**config.mk**
```make
export PLATFORM = sky130hd
export DESIGN_NAME = frefl_sqrt_pipe
export DESIGN_NICKNAME = d
export VERILOG_FILES = /design/src/sv/frefl_sqrt_pipe.sv
export SDC_FILE = /design/constraint.sdc
export NUM_CORES = 2
export LEC_CHECK = 0
export BUFFER_PORTS_ARGS = -buffer_cell sky130_fd_sc_hd__buf_4
export CELL_PAD_IN_SITES_DETAIL_PLACEMENT = 1
export CELL_PAD_IN_SITES_GLOBAL_PLACEMENT = 1
export CORE_MARGIN = 10
export CORE_UTILIZATION = 55
export CTS_BUF_LIST = sky130_fd_sc_hd__clkbuf_4 sky130_fd_sc_hd__clkbuf_8
export DETAILED_ROUTE_END_ITERATION = 10
export PLACE_DENSITY = 0.95
export SLEW_MARGIN = 20
export SYNTH_ARGS = -nofsm -noshare
export SYNTH_HDL_FRONTEND = slang
export SYNTH_SLANG_ARGS = --single-unit
```
**constraint.sdc**
```tcl
create_clock -name clk_i -period 6.37 [get_ports clk_i]
set_input_delay 0.3185 -clock clk_i [delete_from_list [all_inputs] [get_ports clk_i]]
set_output_delay 0.3185 -clock clk_i [all_outputs]
set_load 0.01 [all_outputs]
```
**src/sv/frefl_sqrt_pipe.sv**
```systemverilog
// pipelined integer square root, one result bit per register stage
// sideband travels alongside; no package dependency

`default_nettype none

module frefl_sqrt_pipe #(
  parameter int N  = 31,
  parameter int SW = 1
) (
  input  wire logic            clk_i,
  input  wire logic            rst_ni,
  input  wire logic            valid_i,
  input  wire logic [2*N-2:0]  x_i,
  input  wire logic [SW-1:0]   side_i,
  output logic                 valid_o,
  output logic [N-1:0]         root_o,
  output logic [SW-1:0]        side_o
);

  localparam int XW = 2 * N - 1;

  logic [N-1:0]  v_q;
  logic [XW-1:0] x_q [N];
  logic [XW-1:0] r_q [N];
  logic [SW-1:0] s_q [N];

  for (genvar k = 0; k < N; k++) begin : g_st
    localparam logic [XW-1:0] Bit = {{(XW-1){1'b0}}, 1'b1} << (2 * (N - 1 - k));
    logic [XW-1:0] xin, rin, t, x_d, r_d;
    logic [SW-1:0] sin;
    logic          vin;

    if (k == 0) begin : g_first
      assign xin = x_i;
      assign rin = '0;
      assign sin = side_i;
      assign vin = valid_i;
    end else begin : g_next
      assign xin = x_q[k-1];
      assign rin = r_q[k-1];
      assign sin = s_q[k-1];
      assign vin = v_q[k-1];
    end

    always_comb begin
      t = rin + Bit;
      if (xin >= t) begin
        x_d = xin - t;
        r_d = (rin >> 1) + Bit;
      end else begin
        x_d = xin;
        r_d = rin >> 1;
      end
    end

    always_ff @(posedge clk_i or negedge rst_ni) begin
      if (!rst_ni) begin
        v_q[k] <= 1'b0;
      end else begin
        v_q[k] <= vin;
      end
    end

    always_ff @(posedge clk_i) begin
      x_q[k] <= x_d;
      r_q[k] <= r_d;
      s_q[k] <= sin;
    end
  end

  assign valid_o = v_q[N-1];
  assign root_o  = r_q[N-1][N-1:0];
  assign side_o  = s_q[N-1];

endmodule

`default_nettype wire

```
==> results by group, run 1 <==
Die
  – Die height: 424 um
  – Starting Density: 55.3%
  – # rows: 148
  – Die extent in x: 424 um
  – Number of primary I/O pins: 98

Placed design
  – I/O Buffers: 97
  – Placer Congestion: 0.979
  – Dpl cells: 11,200
  – Dpl cell area: 93,200 um^2
  – Post-DP HPWL: 229,000 um
  – Setup WS pre-CTS: 1850 ps

Outcome
  – Stopped at: global routing (5_1_grt)
  – Status: stopped before the end
  – Tool error: [ERROR GRT-0116] Global routing finished with congestion. Check the congestion regions in the DRC Viewer.

Yosys
  – Syn Nets: 9,598
  – Cell area after synthesis: 90,000 um^2
  – Asr flop ratio synth: 1.30%
  – Syn Area/Cell: 9.98 um^2
  – Sequential area share after synthesis: 53.3%
  – Cells after Synth: 9,010
  – #FFs+latches synth: 2,388
  – EDFF count, synth: 0
  – Top FF cell, synth: dfxtp_1
  – Warnings from Yosys: 0
  – Post-synth cell types: 87

Global route
  – Largest net degree at the start of global routing: 59
  – Gr ovfl total: 871
  – Vias in the first global route: 102,000
  – Tot GR Track Use: 65.4%
  – First-pass GRT wire length: 846,000 um

CTS
  – CTS Buf Count: 379
  – Root Driver: clkbuf_8
  – Clock Path Buffers: 4
  – Clk sinks: 2,388
  – H-tree depth: 5
  – Post-CTS Setup Inserts: 0
-- kinds of logic after synthesis --
family	synth area share, %
multiplexers	1.18
buffers and inverters	3.48
AND/OR/NAND/NOR	15.4
XOR/XNOR	7.75
adder cells (fa/ha/maj)	7.27
AO/OA/AOI/OAI	11.6
other	0.00417
flip-flops	53.3
-- per-layer routing --
metal,overflow,GRT usage (%)
met1,25,62.1
met5,2,38.2
met2,513,82.0
met3,22,53.0
met4,309,64.4
-- metrics by stage --
stage,hold slack [ps],util (%)
3_5_place_dp,273,57.3
4_1_cts,222,63.1
3_3_place_gp,261,57.3
2_1_floorplan,22.9,-
-- timing repair --
action / CTS
hold buffers: 129
hold endpoints to repair: 94
resized for setup: 0
-- Yosys cell counts, types with 53 or more instances --
| master | instances | area, um^2 |
|---|---|---|
| mux2_2 | 87 | 980 |
| nor4_1 | 310 | 1940 |
| nand2_1 | 519 | 1950 |
| nor2b_1 | 71 | 444 |
| a21o_1 | 187 | 1400 |
| o21ai_0 | 344 | 1720 |
| or3_1 | 106 | 663 |
| clkbuf_1 | 152 | 571 |
| xnor2_1 | 447 | 3920 |
| a21oi_1 | 633 | 3170 |
| nand3_1 | 165 | 826 |
| inv_1 | 649 | 2440 |
| dfxtp_1 | 2357 | 47200 |
| nand2b_1 | 94 | 588 |
| nor2_1 | 675 | 2530 |
| nand4_1 | 134 | 838 |
| nor3_1 | 226 | 1130 |
| or4_1 | 80 | 601 |
| ha_1 | 523 | 6540 |
| o21a_1 | 103 | 773 |
| xor2_1 | 349 | 3060 |
| and3_1 | 53 | 332 |
| o21bai_1 | 56 | 420 |
==> inputs of run 2 (changes only) <==
==> config.mk (replaced) <==
export PLATFORM = sky130hd
export DESIGN_NAME = frefl_sqrt_pipe
export DESIGN_NICKNAME = d
export VERILOG_FILES = /design/src/sv/frefl_sqrt_pipe.sv
export SDC_FILE = /design/constraint.sdc
export NUM_CORES = 2
export LEC_CHECK = 0
export BUFFER_PORTS_ARGS = -buffer_cell sky130_fd_sc_hd__buf_4
export CORE_MARGIN = 10
export CORE_UTILIZATION = 40
export DETAILED_ROUTE_END_ITERATION = 10
export PLACE_DENSITY_LB_ADDON = 0.15
export SLEW_MARGIN = 20
export SYNTH_ARGS = -nofsm -noshare
export SYNTH_HDL_FRONTEND = slang
export SYNTH_SLANG_ARGS = --single-unit
==> results by group, run 2 <==
Die
  – Starting Density: 40.1%
  – Core Area: 224,000 um^2
  – Number of primary I/O pins: 98
  – Die Area: 244,000 um^2
  – Die height: 494 um
  – Die extent in x: 494 um
  – # rows: 174

Worst setup path
  – Startpoint types: flip-flop
  – Critical Path End Type: flip-flop
  – Reg2Reg Launch Point: r_q[3][75]
  – Reg2reg end: x_q[26][56]
  – WS Path Type: flip-flop to flip-flop
  – Crit path DAT: 5440 ps
  – R2r worst-path depth: 11
  – Worst R2R Setup Slack: 1740 ps
  – Critical Path Fanout Max: 12
  – Req. time, crit path: 7180 ps

Drt
  – Wirelength per Cell: 19.2 um
  – Routed wire length: 240,000 um
  – DRC Markers: 0
  – Vias: 64,400
  – Drt first pass iters: 5
  – Post-route ant nets: 0
  – DRC violation total after the first TritonRoute iteration: 3,941
  – Vias per std cell: 5.14

STA
  – Final worst path period need: 4630 ps
  – Max transition margin: 18.9%
  – Worst Skew: 126 ps
  – Worst-Margin Slew: 1200 ps
  – Setup Viol. Count Final: 0
  – Setup TNS: 0 ps
  – Tcrit/Tclk final: 72.6%
  – Final Hold Fails: 0
  – Slew Limit Fails: 0
  – RSZ-0062 raised after global routing: false
  – Highest clock rate: 0.216 GHz

Layout
  – Fin area: 104,000 um^2
  – Most frequent cells in the layout: dfxtp_1 (2,357), nor2_1 (675), inv_1 (649)
  – Max reg flops: 1,830
  – Largest Register: x_q
  – Final Core Density: 46.4%
  – NumNets Final: 9,922
  – Top Registers: x_q (1830), r_q (496), s_q (31)
  – Share of cells above drive strength 1: 7.48%
  – Area grow syn2layout: 15.7%
  – Most common cell after layout, fill and taps aside: dfxtp_1

Yosys
  – Post-synth cell types: 87
  – Post-synth top cells: dfxtp_1 (2,357), nor2_1 (675), inv_1 (649), a21oi_1 (633), ha_1 (523)
  – Syn Nets: 9,598
  – Syn Area/Cell: 9.98 um^2
  – Ranking of synthesized cells by area: dfxtp_1 (52%), ha_1 (7.3%), xnor2_1 (4.4%)
  – Yosys top cell by area: dfxtp_1
  – Top FF cell, synth: dfxtp_1
  – EDFF count, synth: 0
  – #FFs+latches synth: 2,388
  – Asr flop ratio synth: 1.30%
  – Post-synth top area share: 52.5%
  – Most numerous cell in the Yosys netlist: dfxtp_1
  – Sequential area share after synthesis: 53.3%
  – Cells after Synth: 9,010
  – Cell area after synthesis: 90,000 um^2
  – Warnings from Yosys: 0

Outcome
  – Status: finished, final reports clean

Placed design
  – Post-DP HPWL: 189,000 um
  – Placer Congestion: 0.888
  – Dpl cell area: 94,100 um^2
  – I/O Buffers: 97

Worst hold path
  – Worst min path class: input port to flip-flop
  – Worst hold endpoint: s_q[0][0]
  – Hold Crit Depth: 2
  – Hold Startpoint: side_i

Global route
  – Largest net degree at the start of global routing: 63
  – Gr ovfl total: 0
  – First-pass GRT wire length: 371,000 um
  – Vias in the first global route: 64,400
  – Initial antenna violation count: 16
  – Tot GR Track Use: 19.1%

Power
  – Reg power frac: 43.9%
  – Maximum vdd drop: 0.000306 V
  – Pwr dens: 468 nW/um^2
  – Int Pwr: 32.5 mW
  – Clock power frac: 30.7%
  – Switching Share: 33.2%
  – Sw power: 16.2 mW
  – Pleak: 46.7 nW
  – Combinational share of power: 25.4%

Job
  – Max-cap violations: 0

CTS
  – H-tree depth: 4
  – CTS clk-pin slew, worst paths: 60 ps
  – Post-CTS Setup Inserts: 0
  – CTS Buf Count: 240
  – CTS tree: built
  – Worst skew pair latency: 930 ps
  – Clock Path Buffers: 3
  – Root Driver: clkbuf_16
  – Clk sinks: 2,388
## run 2: cell counts after synthesis
Identical to the previous run, type by type.
## run 2: logic make-up (layout without fill, tap and decap cells)
| kind of cell | count (synthesis) | count (layout) | synth area share (%) |
|---|---|---|---|
| and+or+nand+nor | 2686 | 2686 | 15.4 |
| muxes | 95 | 95 | 1.18 |
| xor gates and xnor gates | 796 | 796 | 7.75 |
| buffers and inverters | 825 | 1351 | 3.48 |
| other | 1 | 3 | 0.00417 |
| DFF | 2388 | 2388 | 53.3 |
| adders and majority gates | 523 | 523 | 7.27 |
| AOI/OAI and AO/OA | 1696 | 1696 | 11.6 |
## run 2: layout make-up
cell class,instances,area (um^2)
Inverter,652,2450
Clock buffer,328,6830
Multi-Input combinational cell,5797,39000
Fill cell,21100,120000
Clock inverter,116,1830
Timing Repair Buffer,255,2240
Sequential cell,2388,48000
Antenna cell,2,5.00
Tap cell,2992,3740
## run 2: layer usage
layer,track usage [%],routed length [um]
met1,25.0,110000
met2,32.7,114000
met3,2.76,10300
met4,5.21,5800
met5,0,29
## run 2: worst max path at each step
| stage | startpoint | end |
|---|---|---|
| 2_1_floorplan | x_q[20][50] | x_q[21][46] |
| 5_1_grt | r_q[3][75] | x_q[26][56] |
| 6_report | r_q[3][75] | x_q[26][56] |
| 3_5_place_dp | r_q[3][20] | x_q[25][57] |
| 3_3_place_gp | r_q[3][20] | x_q[25][57] |
| 4_1_cts | r_q[3][20] | x_q[25][57] |
## run 2: power groups by stage
stage | clock [mW] | sequential, mW | combinational [mW]
final | 14.9 | 21.4 | 12.4
after global routing | 15.9 | 21.7 | 13.7
after CTS | 15.3 | 21.4 | 12.3
after detailed placement | 0 | 21.7 | 12.1
after global placement | 0 | 21.7 | 12.1
after floorplan | 0 | 20.2 | 9.37
## run 2: stage by stage
step	worst slack, ps	power, mW	hold WS [ps]	instances
3_3_place_gp	1680	33.8	273	12000
3_5_place_dp	1640	33.9	278	12000
5_1_grt	1520	51.3	77.4	12500
4_1_cts	1600	49.0	28.2	12500
6_report	1740	48.7	96.1	12500
2_1_floorplan	2790	29.5	22.9	9010
## run 2: timing repair
action | CTS | global route
resized for setup | 0 | 0
endpoints found under the setup margin | 0 | 0
hold buffers | 127 | 0
hold endpoints to repair | 94 | 0
## run 2: worst max-delay path, stage by stage (launching register included)
cell and delay (ps):
dfxtp_1 380, inv_1 60, ha_1 370, nand4_1 160, or2_2 350, o221ai_1 320, a22oi_1 270, o31ai_1 670
a41oi_2 460, nor3_1 990, nor4b_1 370, xor2_1 160
(Power assumes the default switching activity.)
