===== config.mk =====
export PLATFORM = sky130hd
export DESIGN_NAME = frefl_div_pipe
export DESIGN_NICKNAME = d
export VERILOG_FILES = /design/src/sv/frefl_div_pipe.sv
export SDC_FILE = /design/constraint.sdc
export NUM_CORES = 2
export LEC_CHECK = 0
export BUFFER_PORTS_ARGS = -buffer_cell sky130_fd_sc_hd__buf_2
export CAP_MARGIN = 25
export CELL_PAD_IN_SITES_DETAIL_PLACEMENT = 0
export CELL_PAD_IN_SITES_GLOBAL_PLACEMENT = 1
export CORE_MARGIN = 5
export CORE_UTILIZATION = 45
export DETAILED_ROUTE_END_ITERATION = 10
export HOLD_SLACK_MARGIN = 0.15
export PLACE_DENSITY = 0.71
export SKIP_LAST_GASP = 1
export SLEW_MARGIN = 20
export SYNTH_ARGS = -nofsm -noshare
export SYNTH_HDL_FRONTEND = slang
export SYNTH_SLANG_ARGS = --single-unit

===== constraint.sdc =====
create_clock -name clk_i -period 3.1 [get_ports clk_i]
set_clock_uncertainty 0.05 [all_clocks]
set_input_delay 0.62 -clock clk_i [delete_from_list [all_inputs] [get_ports clk_i]]
set_output_delay 0.62 -clock clk_i [all_outputs]
set_load 0.02 [all_outputs]

===== src/sv/frefl_div_pipe.sv =====
// pipelined restoring divider, one quotient bit per register stage
// needs num < den << QW; sideband travels alongside; no package dependency

`default_nettype none

module frefl_div_pipe #(
  parameter int DW = 16,
  parameter int QW = 30,
  parameter int SW = 1
) (
  input  wire logic             clk_i,
  input  wire logic             rst_ni,
  input  wire logic             valid_i,
  input  wire logic [DW+QW-1:0] num_i,
  input  wire logic [DW-1:0]    den_i,
  input  wire logic [SW-1:0]    side_i,
  output logic                  valid_o,
  output logic [QW-1:0]         quot_o,
  output logic [SW-1:0]         side_o
);

  localparam int W = DW + QW;

  logic [QW-1:0] v_q;
  logic [W-1:0]  rem_q [QW];
  logic [DW-1:0] den_q [QW];
  logic [QW-1:0] quo_q [QW];
  logic [SW-1:0] s_q   [QW];

  for (genvar k = 0; k < QW; k++) begin : g_st
    logic [W-1:0]  rin, dsh, rem_d;
    logic [DW-1:0] din;
    logic [QW-1:0] qin, quo_d;
    logic [SW-1:0] sin;
    logic          vin;

    if (k == 0) begin : g_first
      assign rin = num_i;
      assign din = den_i;
      assign qin = '0;
      assign sin = side_i;
      assign vin = valid_i;
    end else begin : g_next
      assign rin = rem_q[k-1];
      assign din = den_q[k-1];
      assign qin = quo_q[k-1];
      assign sin = s_q[k-1];
      assign vin = v_q[k-1];
    end

    always_comb begin
      dsh = W'(din) << (QW - 1 - k);
      if (rin >= dsh) begin
        rem_d = rin - dsh;
        quo_d = (qin << 1) | QW'(1);
      end else begin
        rem_d = rin;
        quo_d = qin << 1;
      end
    end

    always_ff @(posedge clk_i or negedge rst_ni) begin
      if (!rst_ni) begin
        v_q[k] <= 1'b0;
      end else begin
        v_q[k] <= vin;
      end
    end

    always_ff @(posedge clk_i) begin
      rem_q[k] <= rem_d;
      den_q[k] <= din;
      quo_q[k] <= quo_d;
      s_q[k]   <= sin;
    end
  end

  assign valid_o = v_q[QW-1];
  assign quot_o  = quo_q[QW-1];
  assign side_o  = s_q[QW-1];

endmodule

`default_nettype wire


== Word level (Yosys, flattened, before mapping) ==
Memories as Yosys holds them, arrays and structs flattened.
Index checks and enable logic that the tools add are counted.

* Register bits after elaboration: 30
* Memories: 4
* Output and inout bits: 32
* RAM bits: 2790
* Input port bits: 66

* Magnitude comparators: 30
* Muxes and demuxes: 60
* Add/sub/neg operators: 30

{| class="wikitable"
|+ Memories
! name !! words !! width !! rd ports !! clocked after memory_dff !! wr ports !! line !! text
|-
| rem_q || 30 || 46 || 29 || 0 || 30 || 25 || <nowiki>logic [W-1:0] rem_q [QW];</nowiki>
|-
| quo_q || 30 || 30 || 30 || 0 || 30 || 27 || <nowiki>logic [QW-1:0] quo_q [QW];</nowiki>
|-
| den_q || 30 || 16 || 29 || 0 || 30 || 26 || <nowiki>logic [DW-1:0] den_q [QW];</nowiki>
|-
| s_q || 30 || 1 || 30 || 0 || 30 || 28 || <nowiki>logic [SW-1:0] s_q [QW];</nowiki>
|}

{| class="wikitable"
|+ Operators with widths
! kind !! number
|-
| two-way mux 46 bit || 30
|-
| greater-or-equal comparator 46 x 16 -> 1 bit || 1
|-
| greater-or-equal comparator 46 x 17 -> 1 bit || 1
|-
| greater-or-equal comparator 46 x 18 -> 1 bit || 1
|-
| greater-or-equal comparator 46 x 19 -> 1 bit || 1
|-
| greater-or-equal comparator 46 x 20 -> 1 bit || 1
|-
| greater-or-equal comparator 46 x 21 -> 1 bit || 1
|-
| greater-or-equal comparator 46 x 22 -> 1 bit || 1
|-
| greater-or-equal comparator 46 x 23 -> 1 bit || 1
|-
| greater-or-equal comparator 46 x 24 -> 1 bit || 1
|-
| greater-or-equal comparator 46 x 25 -> 1 bit || 1
|-
| greater-or-equal comparator 46 x 26 -> 1 bit || 1
|-
| greater-or-equal comparator 46 x 27 -> 1 bit || 1
|-
| greater-or-equal comparator 46 x 28 -> 1 bit || 1
|-
| greater-or-equal comparator 46 x 29 -> 1 bit || 1
|-
| greater-or-equal comparator 46 x 30 -> 1 bit || 1
|-
| greater-or-equal comparator 46 x 31 -> 1 bit || 1
|-
| greater-or-equal comparator 46 x 32 -> 1 bit || 1
|-
| greater-or-equal comparator 46 x 33 -> 1 bit || 1
|-
| greater-or-equal comparator 46 x 34 -> 1 bit || 1
|-
| greater-or-equal comparator 46 x 35 -> 1 bit || 1
|-
| greater-or-equal comparator 46 x 36 -> 1 bit || 1
|-
| greater-or-equal comparator 46 x 37 -> 1 bit || 1
|-
| greater-or-equal comparator 46 x 38 -> 1 bit || 1
|-
| 38 further kinds || 67
|}

== Logic depth before layout (Yosys ltp) ==
An unclocked memory read counts as a cell.

* Depth in word-level cells: 3
* Depth in mapped cells: 16
* Mapped depth without buffers: 15

== Worst setup path before layout ==
OpenSTA, ideal clock, no wires.

* Kind: input -> register
* From: input port den_i[1]
* To: memory rem_q[0][45] (netlist name)
* Stages on the path: 11
* Buffers on the path: 0
* Setup slack: -0.266 ns
* Data arrival time: 3.195 ns
* Library setup time: 0.121 ns
* Data required time: 2.929 ns
* Cells stage by stage: inv_1 ha_1 nor2b_1 o31a_1 o41a_1 a221o_1 a211oi_1 a211o_1 nand3_1 nor2b_1 mux2_2

{| class="wikitable"
|+ RTL lines
! element !! line !! text
|-
| start, declared || 15 || <nowiki>input wire logic [DW-1:0] den_i,</nowiki>
|-
| end, declared || 25 ||
|}

==> results.ini <==
[status]
outcome = complete, but fails checks
violations = negative setup slack

[cts]
htree_levels = 4
cts_tree = done
cts.clk_slew.worst_paths_ns = 0.06
worstSkewPairLatency_ns = 0.87
cts_sinks = 2323
cts_buffer_depth = 3
clockRootBuffer = clkbuf_16
numCtsBuffers = 229

[setup_path]
crit_path_frequent_cell = o21ai_2
slowest_delay_ns = 0.48
critPathSlowestCell = a2111oi_4
worstSetupPathType = reg -> reg
cp.arrival_ns = 3.95
cp-start-kind = flip-flop
crit_chain = ha_4 > o21ai_2 > a21oi_2 > nor4b_4 > o21ai_2 > o41a_1 > a2111oi_4 > or3b_4 > nor4_4 > xor2_1
crit_fanout = 3
end_kind = flip-flop
required_ns = 3.84

[die]
row_count = 159
ios = 98
initial_core_util_pct = 45.3
die-area_um2 = 198000
die_w_um = 445
core_area_um2 = 188000
die_y_um = 445

[global_route]
grt_pass1_vias = 60700
grt_usage_pct = 20.2
grt-ovfl-total = 0
antenna_found_initial = 1
grt_max_degree = 35
grt_pass1_wl_mm = 323

[sta]
setup_viol = 4
layout_min_cycle_time_ns = 3.22
max_freq_mhz = 311
slew_headroom_pct = 56.8
hold_violations = 0
drv_slew = 0
grt_setup_unrepaired = yes
period_share_pct = 104
whs_ns = 0.242
setup_slack_ns = -0.116
worst_pin_slew_ns = 0.642

[yosys]
ys_warn_count = 0
synth_cell_type_count = 95
synth-main-ff-cell = dfxtp_1
synth_area_um2 = 85000
async_flop_share_pct = 1.29
synthesis.nets = 8893
synth_edf_count = 0
postSynthCellCount = 8318
ys_ff_latch = 2323
synth.avg_cell_area_um2 = 10.2
seq_area_frac_synth_pct = 54.9

[power_and_ir_drop]
internal_power_uw = 73100
peakVddDrop_uv = 596
seqPwrFrac_pct = 39.5
p_per_area_nw_per_um2 = 1060
p_switching_uw = 38100
p_clk_share_pct = 26.5
leakagePower_uw = 0.0451
p_sw_share_pct = 34.3
pwr-share-comb_pct = 34.0

[routing]
via_per_inst = 5.03
wl_per_cell_um = 17.1
finalWirelength_mm = 205
route.detailed.drc = 0
firstDrtPassIters = 5
drt_iter0_drc = 2995
routed-via-count = 60200
antenna_left = 0

[cells_and_area]
final_cell_mix = dfxtp_1 (2268), buf_4 (647), nand2_1 (610), inv_1 (595), nor2_1 (506)
multi_input_area_um2 = 37700
seqCellArea_um2 = 46700
fillCellCount = 16500
nets = 9839
drive_gt1_share_pct = 17.9
area_growth_pct = 23.4
final_common_cell = dfxtp_1

[place]
portBuffers = 97
pre_cts_slack_ns = -0.343
place.gp.congestion = 0.886
dp_hpwl_mm = 158

[hold_path]
hold_path_class = reg -> reg

[job]
max_cap_violations = 0

## logic make-up (layout without fill, tap and decap cells)
kind of cell / Yosys count / after routing / synth area share (%)
mux: 83 / 83 / 1.09
xor+xnor: 733 / 733 / 7.55
other cells: 0 / 1 / 0
flops: 2323 / 2323 / 54.9
simple gates: 2361 / 2361 / 14.1
compound gates: 1565 / 1565 / 11.3
buf+inv: 744 / 1896 / 3.32
fa+ha+maj: 509 / 509 / 7.75
## sequential cells by signal, summed over array words and instances (netlist names)
register,cells
rem_q,1334
quo_q,465
den_q,464
s_q,30
g_st.vin,29
valid_o,1
## path summary, 6_finish.rpt
path                                            from               endpoint  slack, ns  depth (start not counted)
worst max-delay path            rem_q[4][14]$_DFF_P_   rem_q[4][85]$_DFF_P_      -0.12                         10
worst min register to register       s_q[18]$_DFF_P_        s_q[19]$_DFF_P_       0.24                          0
max in group asynchronous                     rst_ni  g_st[6].vin$_DFF_PN0_       2.28                          2
min in group asynchronous                     rst_ni      valid_o$_DFF_PN0_       0.27                          2
worst max register to register  rem_q[4][14]$_DFF_P_   rem_q[4][85]$_DFF_P_      -0.12                         10
worst min-delay path                 s_q[18]$_DFF_P_        s_q[19]$_DFF_P_       0.24                          0
## worst max-delay path: cells and delay by family (launching register included)
family | cells | cell delay (ns)
simple gates | 3 | 1.08
flops | 1 | 0.34
compound gates | 5 | 1.24
fa+ha+maj | 1 | 0.24
xor+xnor | 1 | 0.18
## what timing repair did
item,4_1_cts,5_1_grt
hold buffers,65,1
cloned,0,6
pin swaps,27,123
endpoints found under the setup margin,219,473
hold endpoints to repair,95,1
buffers inserted,6,49
gates resized for setup,100,385
## metrics by stage
| step | power, uW | instances | utilization [%] | area (um^2) | setup TNS (ns) |
|---|---|---|---|---|---|
| 2_1_floorplan | 66700 | 8318 | - | 85100 | -0.0342 |
| 3_3_place_gp | 79800 | 11400 | 49.6 | 93100 | -11.35 |
| 3_5_place_dp | 80100 | 11400 | 49.6 | 93100 | -16.58 |
| 4_1_cts | 111000 | 11900 | 54.6 | 103000 | -0.171 |
| 5_1_grt | 119000 | 12000 | 55.9 | 105000 | -2.39 |
| 6_report | 111000 | 12000 | 55.9 | 105000 | -0.207 |
## power by group through the flow
| stage | combinational [uW] | clock (uW) | sequential, uW |
|---|---|---|---|
| 2_1_floorplan | 25100 | 0 | 41600 |
| 3_3_place_gp | 35400 | 0 | 44400 |
| 3_5_place_dp | 35700 | 0 | 44400 |
| 4_1_cts | 36400 | 30300 | 43800 |
| 5_1_grt | 42100 | 31700 | 44800 |
| 6_report | 37800 | 29500 | 43900 |
## area by class of cell
| type | count | area share [%] |
|---|---|---|
| Antenna cell | 1 | 0.00239 |
| Clock buffer | 294 | 6.12 |
| Clock inverter | 143 | 1.87 |
| Inverter | 615 | 2.20 |
| Multi-Input combinational cell | 5251 | 36.0 |
| Sequential cell | 2323 | 44.5 |
| Tap cell | 2495 | 2.98 |
| Timing Repair Buffer | 844 | 6.35 |
## per-layer routing
layer  global-route usage [%]  up-vias  share of wire (%)
li1                         -    30600                  -
met3                     2.76      335                3.5
met5                        0        -                  0
met1                     24.3    28200                 43
met4                     6.34        0                2.8
met2                     37.3     1038                 51
## synthesized netlist by cell type, types with 91 or more instances
| cell type | n | share of area, % |
|---|---|---|
| nor2_1 | 523 | 2.3 |
| o21ai_0 | 450 | 2.6 |
| nand2b_1 | 112 | 0.82 |
| or3_1 | 91 | 0.67 |
| nor4_1 | 202 | 1.5 |
| nor3_1 | 203 | 1.2 |
| inv_1 | 608 | 2.7 |
| nand3_1 | 122 | 0.72 |
| nand2_1 | 619 | 2.7 |
| dfxtp_1 | 2293 | 54 |
| o21a_1 | 96 | 0.85 |
| xor2_1 | 401 | 4.1 |
| a21o_1 | 125 | 1.1 |
| a21oi_1 | 457 | 2.7 |
| clkbuf_1 | 109 | 0.48 |
| ha_1 | 480 | 7.1 |
| xnor2_1 | 332 | 3.4 |
No activity file was read; power rests on OpenSTA's default activity.
